[src/rtl/core/dmt_pkg.sv]
// ----------------------------------------------------------------------------
// dmt_pkg
// Shared types and constants of the detection merge table.
// ----------------------------------------------------------------------------
package dmt_pkg;

    localparam int MAX_ENTRIES = 64;
    localparam int IDX_W       = $clog2(MAX_ENTRIES);
    localparam int CNT_W       = $clog2(MAX_ENTRIES + 1);
    localparam int COORD_W     = 12;
    localparam int VAL_W       = 8;
    localparam int CFG_IDX_W   = 1;

    localparam logic [VAL_W-1:0] VAL_ONE = VAL_W'(1);
    localparam logic [VAL_W-1:0] VAL_TEN = VAL_W'(10);
    localparam logic [VAL_W-1:0] VAL_MAX = {VAL_W{1'b1}};
    localparam logic [COORD_W-1:0] DIST_RESET = COORD_W'(16);

    localparam logic [CFG_IDX_W-1:0] CFG_DIST_X = 1'b0;
    localparam logic [CFG_IDX_W-1:0] CFG_DIST_Y = 1'b1;

    localparam logic ACT_ADD  = 1'b0;
    localparam logic ACT_READ = 1'b1;

    typedef struct packed {
        logic [COORD_W-1:0] x;
        logic [COORD_W-1:0] y;
        logic [VAL_W-1:0]   v;
    } entry_t;

    localparam int ENTRY_W = $bits(entry_t);

    typedef struct packed {
        logic capture;
        logic scan_rd;
        logic read_rd;
        logic load_result;
    } dmt_cmd_t;

    typedef struct packed {
        logic is_read;
        logic fill_empty;
        logic scan_last;
        logic out_free;
    } dmt_status_t;

    // value plus increment, clamped to the top of the value range
    function automatic logic [VAL_W-1:0] sat_add(input logic [VAL_W-1:0] a,
                                                 input logic [VAL_W-1:0] b);
        logic [VAL_W:0] s;
        s = {1'b0, a} + {1'b0, b};
        return s[VAL_W] ? VAL_MAX : s[VAL_W-1:0];
    endfunction

endpackage

[src/rtl/core/dmt_ram.sv]
// ----------------------------------------------------------------------------
// dmt_ram
// Generic simple dual-port RAM: one write port, one read port, registered read.
// ----------------------------------------------------------------------------
module dmt_ram #(
    parameter int WIDTH = 32,
    parameter int DEPTH = 64
) (
    input  logic                     clk,
    input  logic                     we,
    input  logic [$clog2(DEPTH)-1:0] waddr,
    input  logic [WIDTH-1:0]         wdata,
    input  logic                     re,
    input  logic [$clog2(DEPTH)-1:0] raddr,
    output logic [WIDTH-1:0]         rdata
);

    logic [WIDTH-1:0] mem_reg [DEPTH];
    logic [WIDTH-1:0] rdata_reg;

    always_ff @(posedge clk)
    begin
        if (we)
        begin
            mem_reg[waddr] <= wdata;
        end
        if (re)
        begin
            rdata_reg <= mem_reg[raddr];
        end
    end

    assign rdata = rdata_reg;

endmodule

[src/rtl/core/dmt_ctrl.sv]
// ----------------------------------------------------------------------------
// dmt_ctrl
// Sequencer of the merge table: accept, scan the stored entries or read one entry, finish.
// ----------------------------------------------------------------------------
module dmt_ctrl
    import dmt_pkg::*;
(
    input  logic        clk,
    input  logic        rst_n,
    input  logic        in_valid,
    output logic        in_stall,
    input  dmt_status_t status,
    output dmt_cmd_t    cmd
);

    localparam logic [2:0] S_IDLE  = 3'd0;
    localparam logic [2:0] S_START = 3'd1;
    localparam logic [2:0] S_SCAN  = 3'd2;
    localparam logic [2:0] S_DRAIN = 3'd3;
    localparam logic [2:0] S_DONE  = 3'd4;

    logic [2:0] state_reg;
    logic [2:0] state_next;

    always_comb
    begin
        state_next      = state_reg;
        cmd             = '0;
        in_stall        = 1'b1;
        unique case (state_reg)
            S_IDLE:
            begin
                in_stall = 1'b0;
                if (in_valid)
                begin
                    cmd.capture = 1'b1;
                    state_next  = S_START;
                end
            end
            S_START:
            begin
                if (status.is_read)
                begin
                    cmd.read_rd = 1'b1;
                    state_next  = S_DONE;
                end
                else if (status.fill_empty)
                begin
                    state_next = S_DONE;
                end
                else
                begin
                    state_next = S_SCAN;
                end
            end
            S_SCAN:
            begin
                cmd.scan_rd = 1'b1;
                if (status.scan_last)
                begin
                    state_next = S_DRAIN;
                end
            end
            S_DRAIN:
            begin
                state_next = S_DONE;
            end
            S_DONE:
            begin
                // hold until the result slot is free
                if (status.out_free)
                begin
                    cmd.load_result = 1'b1;
                    state_next      = S_IDLE;
                end
            end
            default:
            begin
                state_next = S_IDLE;
            end
        endcase
    end

    always_ff @(posedge clk or negedge rst_n)
    begin
        if (!rst_n)
        begin
            state_reg <= S_IDLE;
        end
        else
        begin
            state_reg <= state_next;
        end
    end

endmodule

[src/rtl/core/dmt_datapath.sv]
// ----------------------------------------------------------------------------
// dmt_datapath
// Entry store, proximity compare and update, fill count and result register.
// ----------------------------------------------------------------------------
module dmt_datapath
    import dmt_pkg::*;
(
    input  logic                 clk,
    input  logic                 rst_n,
    input  logic                 cfg_we,
    input  logic [CFG_IDX_W-1:0] cfg_index,
    input  logic [COORD_W-1:0]   cfg_data,
    input  logic                 action,
    input  logic [COORD_W-1:0]   x_pos,
    input  logic [COORD_W-1:0]   y_pos,
    input  logic [VAL_W-1:0]     digit_value,
    input  logic [IDX_W-1:0]     entry_index,
    input  dmt_cmd_t             cmd,
    output dmt_status_t          status,
    output logic                 out_valid,
    input  logic                 out_stall,
    output logic                 merged,
    output logic                 dropped,
    output logic [CNT_W-1:0]     entry_count,
    output logic                 entry_valid,
    output logic [COORD_W-1:0]   out_x,
    output logic [COORD_W-1:0]   out_y,
    output logic [VAL_W-1:0]     out_value
);

    logic [COORD_W-1:0] dist_x_reg;
    logic [COORD_W-1:0] dist_y_reg;
    logic [CNT_W-1:0]   fill_reg;
    logic [CNT_W-1:0]   fill_next;

    logic               act_reg;
    logic [COORD_W-1:0] x_reg;
    logic [COORD_W-1:0] y_reg;
    logic [VAL_W-1:0]   num_reg;
    logic [IDX_W-1:0]   idx_reg;

    logic [IDX_W-1:0]   scan_reg;
    logic               cmp_valid_reg;
    logic [IDX_W-1:0]   cmp_idx_reg;
    logic               merged_reg;

    logic               out_valid_reg;
    logic               merged_out_reg;
    logic               dropped_out_reg;
    logic [CNT_W-1:0]   count_out_reg;
    logic               valid_out_reg;
    logic [COORD_W-1:0] x_out_reg;
    logic [COORD_W-1:0] y_out_reg;
    logic [VAL_W-1:0]   v_out_reg;

    logic               ram_we;
    logic [IDX_W-1:0]   ram_waddr;
    entry_t             ram_wdata;
    logic               ram_re;
    logic [IDX_W-1:0]   ram_raddr;
    entry_t             ram_rdata;

    logic [COORD_W-1:0] dx;
    logic [COORD_W-1:0] dy;
    logic               near;
    logic [VAL_W-1:0]   new_v;
    logic               full;
    logic               do_append;
    logic               read_hit;

    dmt_ram #(
        .WIDTH (ENTRY_W),
        .DEPTH (MAX_ENTRIES)
    ) u_store (
        .clk   (clk),
        .we    (ram_we),
        .waddr (ram_waddr),
        .wdata (ram_wdata),
        .re    (ram_re),
        .raddr (ram_raddr),
        .rdata (ram_rdata)
    );

    // compare the entry read in the previous cycle
    always_comb
    begin
        dx    = (x_reg > ram_rdata.x) ? (x_reg - ram_rdata.x) : (ram_rdata.x - x_reg);
        dy    = (y_reg > ram_rdata.y) ? (y_reg - ram_rdata.y) : (ram_rdata.y - y_reg);
        near  = cmp_valid_reg && (dx < dist_x_reg) && (dy < dist_y_reg);
        new_v = ram_rdata.v;
        if (num_reg == VAL_ONE && x_reg < ram_rdata.x)
        begin
            new_v = sat_add(ram_rdata.v, VAL_TEN);
        end
        else if (ram_rdata.v == VAL_ONE && x_reg > ram_rdata.x)
        begin
            new_v = sat_add(VAL_TEN, num_reg);
        end
    end

    assign full      = (fill_reg == CNT_W'(MAX_ENTRIES));
    assign do_append = cmd.load_result && (act_reg == ACT_ADD) && !merged_reg && !full;
    assign read_hit  = ({{(CNT_W-IDX_W){1'b0}}, idx_reg} < fill_reg);
    assign fill_next = do_append ? (fill_reg + 1'b1) : fill_reg;

    always_comb
    begin
        ram_we    = 1'b0;
        ram_waddr = cmp_idx_reg;
        ram_wdata = '{x: ram_rdata.x, y: ram_rdata.y, v: new_v};
        if (near)
        begin
            ram_we = 1'b1;
        end
        else if (do_append)
        begin
            ram_we    = 1'b1;
            ram_waddr = fill_reg[IDX_W-1:0];
            ram_wdata = '{x: x_reg, y: y_reg, v: num_reg};
        end
    end

    assign ram_re    = cmd.scan_rd || cmd.read_rd;
    assign ram_raddr = cmd.read_rd ? idx_reg : scan_reg;

    assign status.is_read    = (act_reg == ACT_READ);
    assign status.fill_empty = (fill_reg == '0);
    assign status.scan_last  = (scan_reg == IDX_W'(fill_reg - 1'b1));
    assign status.out_free   = !out_valid_reg || !out_stall;

    always_ff @(posedge clk or negedge rst_n)
    begin
        if (!rst_n)
        begin
            dist_x_reg    <= DIST_RESET;
            dist_y_reg    <= DIST_RESET;
            fill_reg      <= '0;
            cmp_valid_reg <= 1'b0;
            out_valid_reg <= 1'b0;
        end
        else
        begin
            if (cfg_we)
            begin
                unique case (cfg_index)
                    CFG_DIST_X: dist_x_reg <= cfg_data;
                    CFG_DIST_Y: dist_y_reg <= cfg_data;
                    default:    ;
                endcase
            end
            fill_reg      <= fill_next;
            cmp_valid_reg <= cmd.scan_rd;
            if (cmd.load_result)
            begin
                out_valid_reg <= 1'b1;
            end
            else if (!out_stall)
            begin
                out_valid_reg <= 1'b0;
            end
        end
    end

    always_ff @(posedge clk)
    begin
        if (cmd.capture)
        begin
            act_reg    <= action;
            x_reg      <= x_pos;
            y_reg      <= y_pos;
            num_reg    <= digit_value;
            idx_reg    <= entry_index;
            scan_reg   <= '0;
            merged_reg <= 1'b0;
        end
        else
        begin
            if (cmd.scan_rd)
            begin
                scan_reg <= scan_reg + 1'b1;
            end
            if (near)
            begin
                merged_reg <= 1'b1;
            end
        end
        cmp_idx_reg <= scan_reg;
        if (cmd.load_result)
        begin
            merged_out_reg  <= (act_reg == ACT_ADD) && merged_reg;
            dropped_out_reg <= (act_reg == ACT_ADD) && !merged_reg && full;
            count_out_reg   <= fill_next;
            valid_out_reg   <= (act_reg == ACT_READ) && read_hit;
            // drop the entry fields unless a read hit a held entry
            if ((act_reg == ACT_READ) && read_hit)
            begin
                x_out_reg <= ram_rdata.x;
                y_out_reg <= ram_rdata.y;
                v_out_reg <= ram_rdata.v;
            end
            else
            begin
                x_out_reg <= '0;
                y_out_reg <= '0;
                v_out_reg <= '0;
            end
        end
    end

    assign out_valid   = out_valid_reg;
    assign merged      = merged_out_reg;
    assign dropped     = dropped_out_reg;
    assign entry_count = count_out_reg;
    assign entry_valid = valid_out_reg;
    assign out_x       = x_out_reg;
    assign out_y       = y_out_reg;
    assign out_value   = v_out_reg;

endmodule

[src/rtl/core/detection_merge_table_core.sv]
// ----------------------------------------------------------------------------
// detection_merge_table_core
// Table of detected digit positions, merged by proximity; reads return one entry.
// ----------------------------------------------------------------------------
//  channel  | signals                                      | dir | beat when
//  ---------+----------------------------------------------+-----+----------------------
//  in       | in_valid in_stall action x_pos y_pos         | in  | in_valid & !in_stall
//           | digit_value entry_index                      |     |
//  out      | out_valid out_stall merged dropped           | out | out_valid & !out_stall
//           | entry_count entry_valid out_x out_y out_value |     |
//  cfg      | cfg_we cfg_index cfg_data                    | in  | cfg_we
//
//  An add beat walks the held entries of the entry store through its single read
//  port, compares each with the new detection and then waits for a free result
//  slot; on an empty table it skips the walk. A read beat fetches one entry. One
//  beat is in work at a time; the result register lets the next beat enter while
//  a result waits on out_stall. Reset clears the fill count and restores both
//  merge distances to 16; no clearing pass runs.
// ----------------------------------------------------------------------------
module detection_merge_table_core
    import dmt_pkg::*;
(
    input  logic                 clk,
    input  logic                 rst_n,
    input  logic                 cfg_we,
    input  logic [CFG_IDX_W-1:0] cfg_index,
    input  logic [COORD_W-1:0]   cfg_data,
    input  logic                 in_valid,
    output logic                 in_stall,
    input  logic                 action,
    input  logic [COORD_W-1:0]   x_pos,
    input  logic [COORD_W-1:0]   y_pos,
    input  logic [VAL_W-1:0]     digit_value,
    input  logic [IDX_W-1:0]     entry_index,
    output logic                 out_valid,
    input  logic                 out_stall,
    output logic                 merged,
    output logic                 dropped,
    output logic [CNT_W-1:0]     entry_count,
    output logic                 entry_valid,
    output logic [COORD_W-1:0]   out_x,
    output logic [COORD_W-1:0]   out_y,
    output logic [VAL_W-1:0]     out_value
);

    dmt_cmd_t    cmd;
    dmt_status_t status;

    dmt_ctrl u_ctrl (
        .clk      (clk),
        .rst_n    (rst_n),
        .in_valid (in_valid),
        .in_stall (in_stall),
        .status   (status),
        .cmd      (cmd)
    );

    dmt_datapath u_datapath (
        .clk         (clk),
        .rst_n       (rst_n),
        .cfg_we      (cfg_we),
        .cfg_index   (cfg_index),
        .cfg_data    (cfg_data),
        .action      (action),
        .x_pos       (x_pos),
        .y_pos       (y_pos),
        .digit_value (digit_value),
        .entry_index (entry_index),
        .cmd         (cmd),
        .status      (status),
        .out_valid   (out_valid),
        .out_stall   (out_stall),
        .merged      (merged),
        .dropped     (dropped),
        .entry_count (entry_count),
        .entry_valid (entry_valid),
        .out_x       (out_x),
        .out_y       (out_y),
        .out_value   (out_value)
    );

endmodule
[config.mk]
export PLATFORM = sky130hd
export DESIGN_NAME = detection_merge_table_core
export DESIGN_NICKNAME = d
export VERILOG_FILES = /design/src/rtl/core/dmt_pkg.sv /design/src/rtl/core/dmt_ram.sv /design/src/rtl/core/dmt_ctrl.sv /design/src/rtl/core/dmt_datapath.sv /design/src/rtl/core/detection_merge_table_core.sv
export SDC_FILE = /design/constraint.sdc
export NUM_CORES = 2
export LEC_CHECK = 0
export BUFFER_PORTS_ARGS = -buffer_cell sky130_fd_sc_hd__buf_2
export CAP_MARGIN = 15
export CORE_MARGIN = 2
export CORE_UTILIZATION = 55
export CTS_BUF_LIST = sky130_fd_sc_hd__clkbuf_8 sky130_fd_sc_hd__clkbuf_16
export DETAILED_ROUTE_END_ITERATION = 8
export GPL_TIMING_DRIVEN = 0
export HOLD_SLACK_MARGIN = 0.1
export PLACE_DENSITY_LB_ADDON = 0.05
export SYNTH_ARGS = -nofsm -noshare
export SYNTH_HDL_FRONTEND = slang
export SYNTH_SLANG_ARGS = --single-unit
export TNS_END_PERCENT = 100
[constraint.sdc]
create_clock -name clk -period 7.5 [get_ports clk]
set_input_delay 1.5 -clock clk [delete_from_list [all_inputs] [get_ports clk]]
set_output_delay 1.5 -clock clk [all_outputs]
set_load 0.02 [all_outputs]
Yosys cells after proc, flatten, opt, wreduce, memory -nomap -nowiden

Memory sizes are Yosys's and may differ from the RTL's. A register that Yosys moved wholly into a read port is not among the register bits.
Cells that the tools add are included.

Bits in registers: 130
Memory bits (writable): 2048
Input port bits: 57
Output and inout bits: 44
Logic and storage cells: 105
Memories: 1

Add/sub/neg operators: 9
$lt $le $gt $ge: 6
Eq/ne operators: 12
Multiplexer cells: 32
Bitwise operators: 2
Reduce and logical (&&, ||, !) cells: 22

Memory list:

| memory                     | depth | bits a word | rd ports | clocked after Yosys merged registers in | wr ports | line          | source |
|---|---|---|---|---|---|---|---|
| u_datapath.u_store.mem_reg | 64    | 32          | 1        | 1                                       | 1        | dmt_ram.sv:18 | `logic [WIDTH-1:0] mem_reg [DEPTH];` |

Operators with widths:

| operator                                                              | count |
|---|---|
| 32-bit 2-to-1 mux                                                     | 2 |
| 12-bit subtractor                                                     | 4 |
| 12-bit < comparator                                                   | 3 |
| 8-bit 2-to-1 mux                                                      | 4 |
| 12-bit greater-than comparator                                        | 2 |
| 12-bit 2-to-1 mux                                                     | 2 |
| 6-bit 2-to-1 mux                                                      | 3 |
| 8-bit by 1-bit equality test with 1-bit output, second input constant | 2 |
| 3-bit 2-to-1 mux                                                      | 5 |
| 3-bit case mux with 5 select lines                                    | 1 |
| 1-bit 2-to-1 mux                                                      | 14 |
| 1-bit logical AND                                                     | 11 |
| 4-bit by 8-bit adder with 9-bit output, first input constant          | 1 |
| 8-bit by 4-bit adder with 9-bit output, second input constant         | 1 |
| 7-bit by 1-bit adder with 7-bit output, second input constant         | 1 |
| 7-bit equality test, second input constant                            | 1 |
| 7-bit logical NOT                                                     | 1 |
| 6-bit by 7-bit < comparator with 1-bit output                         | 1 |
| 7-bit 2-to-1 mux                                                      | 1 |
| 6-bit by 1-bit adder with 6-bit output, second input constant         | 1 |
| 3-bit by 2-bit equality test with 1-bit output, second input constant | 2 |
| 6-bit equality test                                                   | 1 |
| 2-bit != test, second input constant                                  | 3 |
| 6-bit by 1-bit subtractor with 6-bit output, second input constant    | 1 |
| 9 further kinds                                                       | 15 |

Depth between registers and ports, before layout

Depth after elaboration: 11
Depth in mapped cells: 24
Gate-level depth less buffers: 21

Hierarchy

Synthesis repeated with hierarchy kept, for this count alone.

Cells, all modules: 4161
Area, all modules: 87221.2 sq um

By module, submodules not included:

| module       | times used | cells an instance | area an instance (sq um) | sequential area each (sq um) |
|---|---|---|---|---|
| dmt_ram      | 1          | 3324              | 78835.6                  | 62459.9 |
| dmt_datapath | 1          | 820               | 8214.1                   | 3520.9 |
| dmt_ctrl     | 1          | 17                | 171.4                    | 75.1 |

Worst setup path before layout

Ideal clock, no wire load.

Path type: input to register
From: input port out_stall
To: memory u_datapath.u_store.mem_reg[50][0], enable pin
Setup time: 0.461 ns
Data arrival time: 7.351 ns
Required time: 7.039 ns
Slack: -0.312 ns
Stages on the path: 7
Buffers on the path: 2
Cells stage by stage: a21oi_1 nand3_1 a31oi_1 clkbuf_1 a31oi_1 clkbuf_1 nor3_1

Word-level cells in the longest chain between the ends: 11
Elaborated cells between the ends (all ways): 13
Those cells by class: mux: 8; reduce/logical: 5

RTL lines:

| item                                   | line                             | source |
|---|---|---|
| from (decl)                            | detection_merge_table_core.sv:36 | `input logic out_stall,` |
| 1-bit logical NOT (*)                  | dmt_datapath.sv:129              | `assign status.out_free = !out_valid_reg \|\| !out_stall;` |
| 1-bit logical OR (*)                   | dmt_datapath.sv:129              |  |
| 1-bit 2-to-1 mux (*)                   | dmt_ctrl.sv:71                   | `if (status.out_free)` |
| 1-bit 2-to-1 mux (*)                   | dmt_ctrl.sv:30                   | `unique case (state_reg)` |
| 1-bit logical AND (*) (3 in series)    | dmt_datapath.sv:102              | `assign do_append = cmd.load_result && (act_reg == ACT_ADD) && !merged_reg && !full;` |
| 1-bit 2-to-1 mux                       | dmt_datapath.sv:115              | `else if (do_append)` |
| 1-bit 2-to-1 mux                       | dmt_datapath.sv:111              | `if (near)` |
| 1-bit 2-to-1 mux                       | dmt_ram.sv:23                    | `if (we)` |
| 1-bit 2-to-1 mux (not written as such) | dmt_ram.sv:25                    | `mem_reg[waddr] <= wdata;` |
| to (decl)                              | dmt_ram.sv:18                    |  |

Mark *: on every way between the ends. The rest lies on a longest branch, timed or not.

Worst setup path in the final report

From: register u_datapath.u_store.rdata_reg[27], in the netlist u_datapath.u_store.rdata[27], read port of u_datapath.u_store.mem_reg
To: memory u_datapath.u_store.mem_reg[4][13], enable pin

Word-level cells in the longest chain between the ends: 8
Elaborated cells between the ends (all ways): 11
Those cells by class: add/sub: 2; order compare: 2; mux: 5; reduce/logical: 2

RTL lines:

| item                                                                       | line                | source |
|---|---|---|
| from (decl)                                                                | dmt_ram.sv:19       | `logic [WIDTH-1:0] rdata_reg;` |
| 12-bit subtractor / 12-bit greater-than comparator (equally long branches) | dmt_datapath.sv:87  | `dx = (x_reg > ram_rdata.x) ? (x_reg - ram_rdata.x) : (ram_rdata.x - x_reg);` |
| 12-bit 2-to-1 mux (*)                                                      | dmt_datapath.sv:87  |  |
| 12-bit < comparator (*)                                                    | dmt_datapath.sv:89  | `near = cmp_valid_reg && (dx < dist_x_reg) && (dy < dist_y_reg);` |
| 1-bit logical AND (*) (2 in series)                                        | dmt_datapath.sv:89  |  |
| 1-bit 2-to-1 mux                                                           | dmt_datapath.sv:111 |  |
| 1-bit 2-to-1 mux                                                           | dmt_ram.sv:23       |  |
| 1-bit 2-to-1 mux (not written as such)                                     | dmt_ram.sv:25       |  |

Marked as above.

==> impl_metrics.env <==
export IMPL_yosysMostFrequentCell="edfxtp_1"
export IMPL_ant_nets=0
export IMPL_slew_headroom_pct=-0.906
export IMPL_regArea_um2=66100
export IMPL_fin_cells=9214
export IMPL_yosys_warnings=0
export IMPL_swShare_pct=38.8
export IMPL_synth_top_area_share_pct=72.8
export IMPL_grt_use_total_pct=44.8
export IMPL_max_vdd_ir_drop_v=0.000326
export IMPL_start_util_pct=55.4
export IMPL_core_area_um2=161000
export IMPL_synth_flop_cell="edfxtp_1"
export IMPL_cts_path_max_buffers=3
export IMPL_p_clk_share_pct=25.3
export IMPL_drt_iter0_drc=13000
export IMPL_intPower_mw=26.1
export IMPL_cts_root_buf="clkbuf_16"
export IMPL_netlist_cell_type_count=83
export IMPL_hold_end="u_datapath.cmp_idx_reg[4]$_DFF_P_"
export IMPL_hpwlAfterDp_mm=267
export IMPL_tightest_slew_ns=1.50
export IMPL_io_buffers=100
export IMPL_synth_area_leaders="edfxtp_1, nand2_1, mux2i_1, nand3_1, mux4_2"
export IMPL_area_growth_pct=19.4
export IMPL_p_per_area_nw_per_um2=400
export IMPL_clock_sinks=2210
export IMPL_cts_made_buffers=221
export IMPL_worstPathMaxFanout=10
export IMPL_syn_area_per_cell_um2=14.8
export IMPL_routabilityCongestion=0.991
export IMPL_max_cap_viol_count=2
export IMPL_cp_end_kind="flop"
export IMPL_viasPerCell=7.01
export IMPL_die_y_um=407
export IMPL_netlist_area_um2=89100
export IMPL_drc=0
export IMPL_drive_above_1_share_pct=18.7
export IMPL_crit_required_ns=8.08
export IMPL_place_area_um2=98300
export IMPL_totalWireLength_mm=374
export IMPL_nets=6984
export IMPL_firstDrtPassIters=7
export IMPL_rsz0062_at_grt="yes"
export IMPL_antenna_found_initial=46
export IMPL_syn_nets=6177
export IMPL_ys_async_sr_fraction_pct=1.63
export IMPL_post_drt_wl_per_cell_um=40.6
export IMPL_htreeDepth=4
export IMPL_timing_final_max_slew_violations=3
export IMPL_failed_checks="max-capacitance violations, max-slew violations"
export IMPL_largest_reg_flops=2048
export IMPL_worst_endpoint_arrival_ns=8.04
export IMPL_grt_pass1_wl_mm=492
export IMPL_fill_cells=11300
export IMPL_setup_violations_final=0
export IMPL_r2r_slack_ns=0.04
export IMPL_synth_edf_count=2161
export IMPL_holdPathStages=0
export IMPL_max_clock_freq_mhz=134
export IMPL_period_share_pct=99.5
export IMPL_multiInputGateArea_um2=22000
export IMPL_finClkSkew_ns=0.0361
export IMPL_crit_type="reg -> reg"
export IMPL_cts_tree="yes"
export IMPL_grt_max_degree=55
export IMPL_clkLatencyLatePin_ns=0.90
export IMPL_die_area_um2=165000
export IMPL_overflow=0
export IMPL_hold_path_class="reg -> reg"
export IMPL_die_w_um=407
export IMPL_pre_cts_slack_ns=-1.35
export IMPL_p_sw_mw=16.5
export IMPL_seqPwrFrac_pct=38.4
export IMPL_final_hold_viol_count=0
export IMPL_synthTopCellsByCount="edfxtp_1, nand2_1, nand3_1"
export IMPL_ios=101
export IMPL_setup_ws_ns=0.0406
export IMPL_syn_inst=6037
export IMPL_leakagePower_nw=37.8
export IMPL_rows=147
export IMPL_synth_seq_area_share_pct=74.1
export IMPL_place_inst=8712
export IMPL_yosysTopAreaCell="edfxtp_1"
export IMPL_path_clk_slew_ns=0.06
export IMPL_vias=64600
export IMPL_power_frac_comb_pct=36.2
export IMPL_fin_tns_setup_ns=0
export IMPL_grt_pass1_vias=57600
export IMPL_setup_worst_path_start_class="flop"
export IMPL_status="finished with violations"
export IMPL_timing_rr_start="u_datapath.u_store.rdata[27]$_DFFE_PP_"
export IMPL_period_minus_slack_ns=7.46
export IMPL_holdBufCountCts=0
export IMPL_fin_util_pct=66.2
export IMPL_r2r_end="u_datapath.u_store.mem_reg[4][13]$_DFFE_PP_"
export IMPL_hp_start="u_datapath.scan_reg[4]$_SDFFE_PP0P_"
export IMPL_synth_seq_cells=2210
export IMPL_design_area_um2=106000
export IMPL_rr_worst_depth=24
## layout by cell type, fill, tap and decap left out, types with 17 or more instances in the layout
cell type  synthesis  layout
o21ai_0          104      76
buf_2            124     238
o22ai_1           27      27
mux2_2            23      23
edfxtp_1        2161    2161
diode_2            0      27
a21oi_1          209     206
bufinv_16          0      17
mux2i_1          290     287
or4_1             21      21
clkinv_1           0      55
clkinv_2           0      45
inv_1             93     141
mux4_2            89      89
buf_4             21      93
o21ai_4            0      28
buf_8              0      49
nor3_4             0      32
xnor2_1           25      25
buf_6             14     291
and2_1            32      32
a31oi_1          129     120
nand4_1           24      24
nor2_1            82      72
a311oi_1          55      54
clkbuf_16          0     222
o221ai_1          94      94
ha_1              79      79
and3_1            32      32
nor3_2             0      25
nand2_1         1200    1200
nand3_1          420     419
nor3_1           130      73
clkbuf_1         169     149
buf_12             0      58
a2111oi_0         38      36
a21o_1            24      23
dfrtp_1           34      34
buf_1             47      49
a32oi_1           32      32
## worst max-delay path by stage
stage                                                 from                                           end  cells after the start
detailed placement  u_datapath.u_store.rdata[27]$_DFFE_PP_  u_datapath.u_store.mem_reg[61][26]$_DFFE_PP_                     25
CTS                 u_datapath.u_store.rdata[27]$_DFFE_PP_  u_datapath.u_store.mem_reg[63][27]$_DFFE_PP_                     24
global placement                                 out_stall  u_datapath.u_store.mem_reg[10][16]$_DFFE_PP_                      7
floorplan                                        out_stall   u_datapath.u_store.mem_reg[50][0]$_DFFE_PP_                      7
finish              u_datapath.u_store.rdata[27]$_DFFE_PP_   u_datapath.u_store.mem_reg[4][13]$_DFFE_PP_                     24
global route        u_datapath.u_store.rdata[27]$_DFFE_PP_    u_datapath.u_store.mem_reg[1][2]$_DFFE_PP_                     24
## repair_timing
action                                  in CTS  in global routing
buffers inserted                            29                 27
endpoints found under the setup margin    4071               2155
hold endpoints to repair                     0                  0
pin swaps                                   15                 11
gates resized for setup                     39                 49
## per-stage QoR
stage | hold slack, ns | power, mW
after CTS | 0.349 | 41.5
after global routing | 0.359 | 43.1
after floorplan | 0.329 | 23.6
after detailed placement | 0.335 | 30.9
final | 0.357 | 42.6
after global placement | 0.335 | 30.3
## power by group through the flow
stage,Sequential (mW),Clock [mW],Combinational [mW]
after detailed placement,16.6,0,14.3
after global placement,17.6,0,12.8
after global routing,16.4,11.2,15.5
final,16.4,10.8,15.4
after floorplan,16.9,0,6.75
after CTS,16.4,10.7,14.4
## routing by layer
metal,GRT usage (%),share of wire [%],up-vias
met4,27.7,7.9,43
met5,0,0.10,-
li1,-,-,24800
met1,57.6,34,31900
met2,61.9,41,6386
met3,20.5,17,1496
## area by class of cell
cell class	instances	area share, %
plain buffers	375	1.68
inverters	93	0.328
multi-input cells	3358	20.7
well taps	2160	2.54
diodes	27	0.0635
repair buffers	585	6.09
flip-flops and latches	2210	62.1
clock buffers	222	5.22
clock inverters	184	1.26
## critical path: stages (launching register included)
cell and delay (ns):
edfxtp_1 0.53, inv_1 0.15, ha_1 0.30, clkbuf_1 0.34
nand2_1 0.24, o21a_1 0.28, nor2_1 0.19, o41a_1 0.31
clkbuf_4 0.33, mux2i_1 0.31, o221ai_1 0.17, a21oi_1 0.22
xnor2_1 0.13, ha_1 0.31, nand4_1 0.09, a211o_1 0.23
a21o_1 0.22, a31oi_2 0.44, clkbuf_2 0.41, a31oi_2 0.41
buf_2 0.44, nor3_4 0.43, buf_6 0.27, buf_6 0.19
buf_6 0.16
## logic make-up after synthesis
family	synth area share [%]
DFF	74.1
and+or+nand+nor	9.82
AOI/OAI and AO/OA	6.28
buffers and inverters	2.36
muxes	5.81
adders and majority gates	1.20
xor gates and xnor gates	0.393
(Power assumes the default switching activity.)
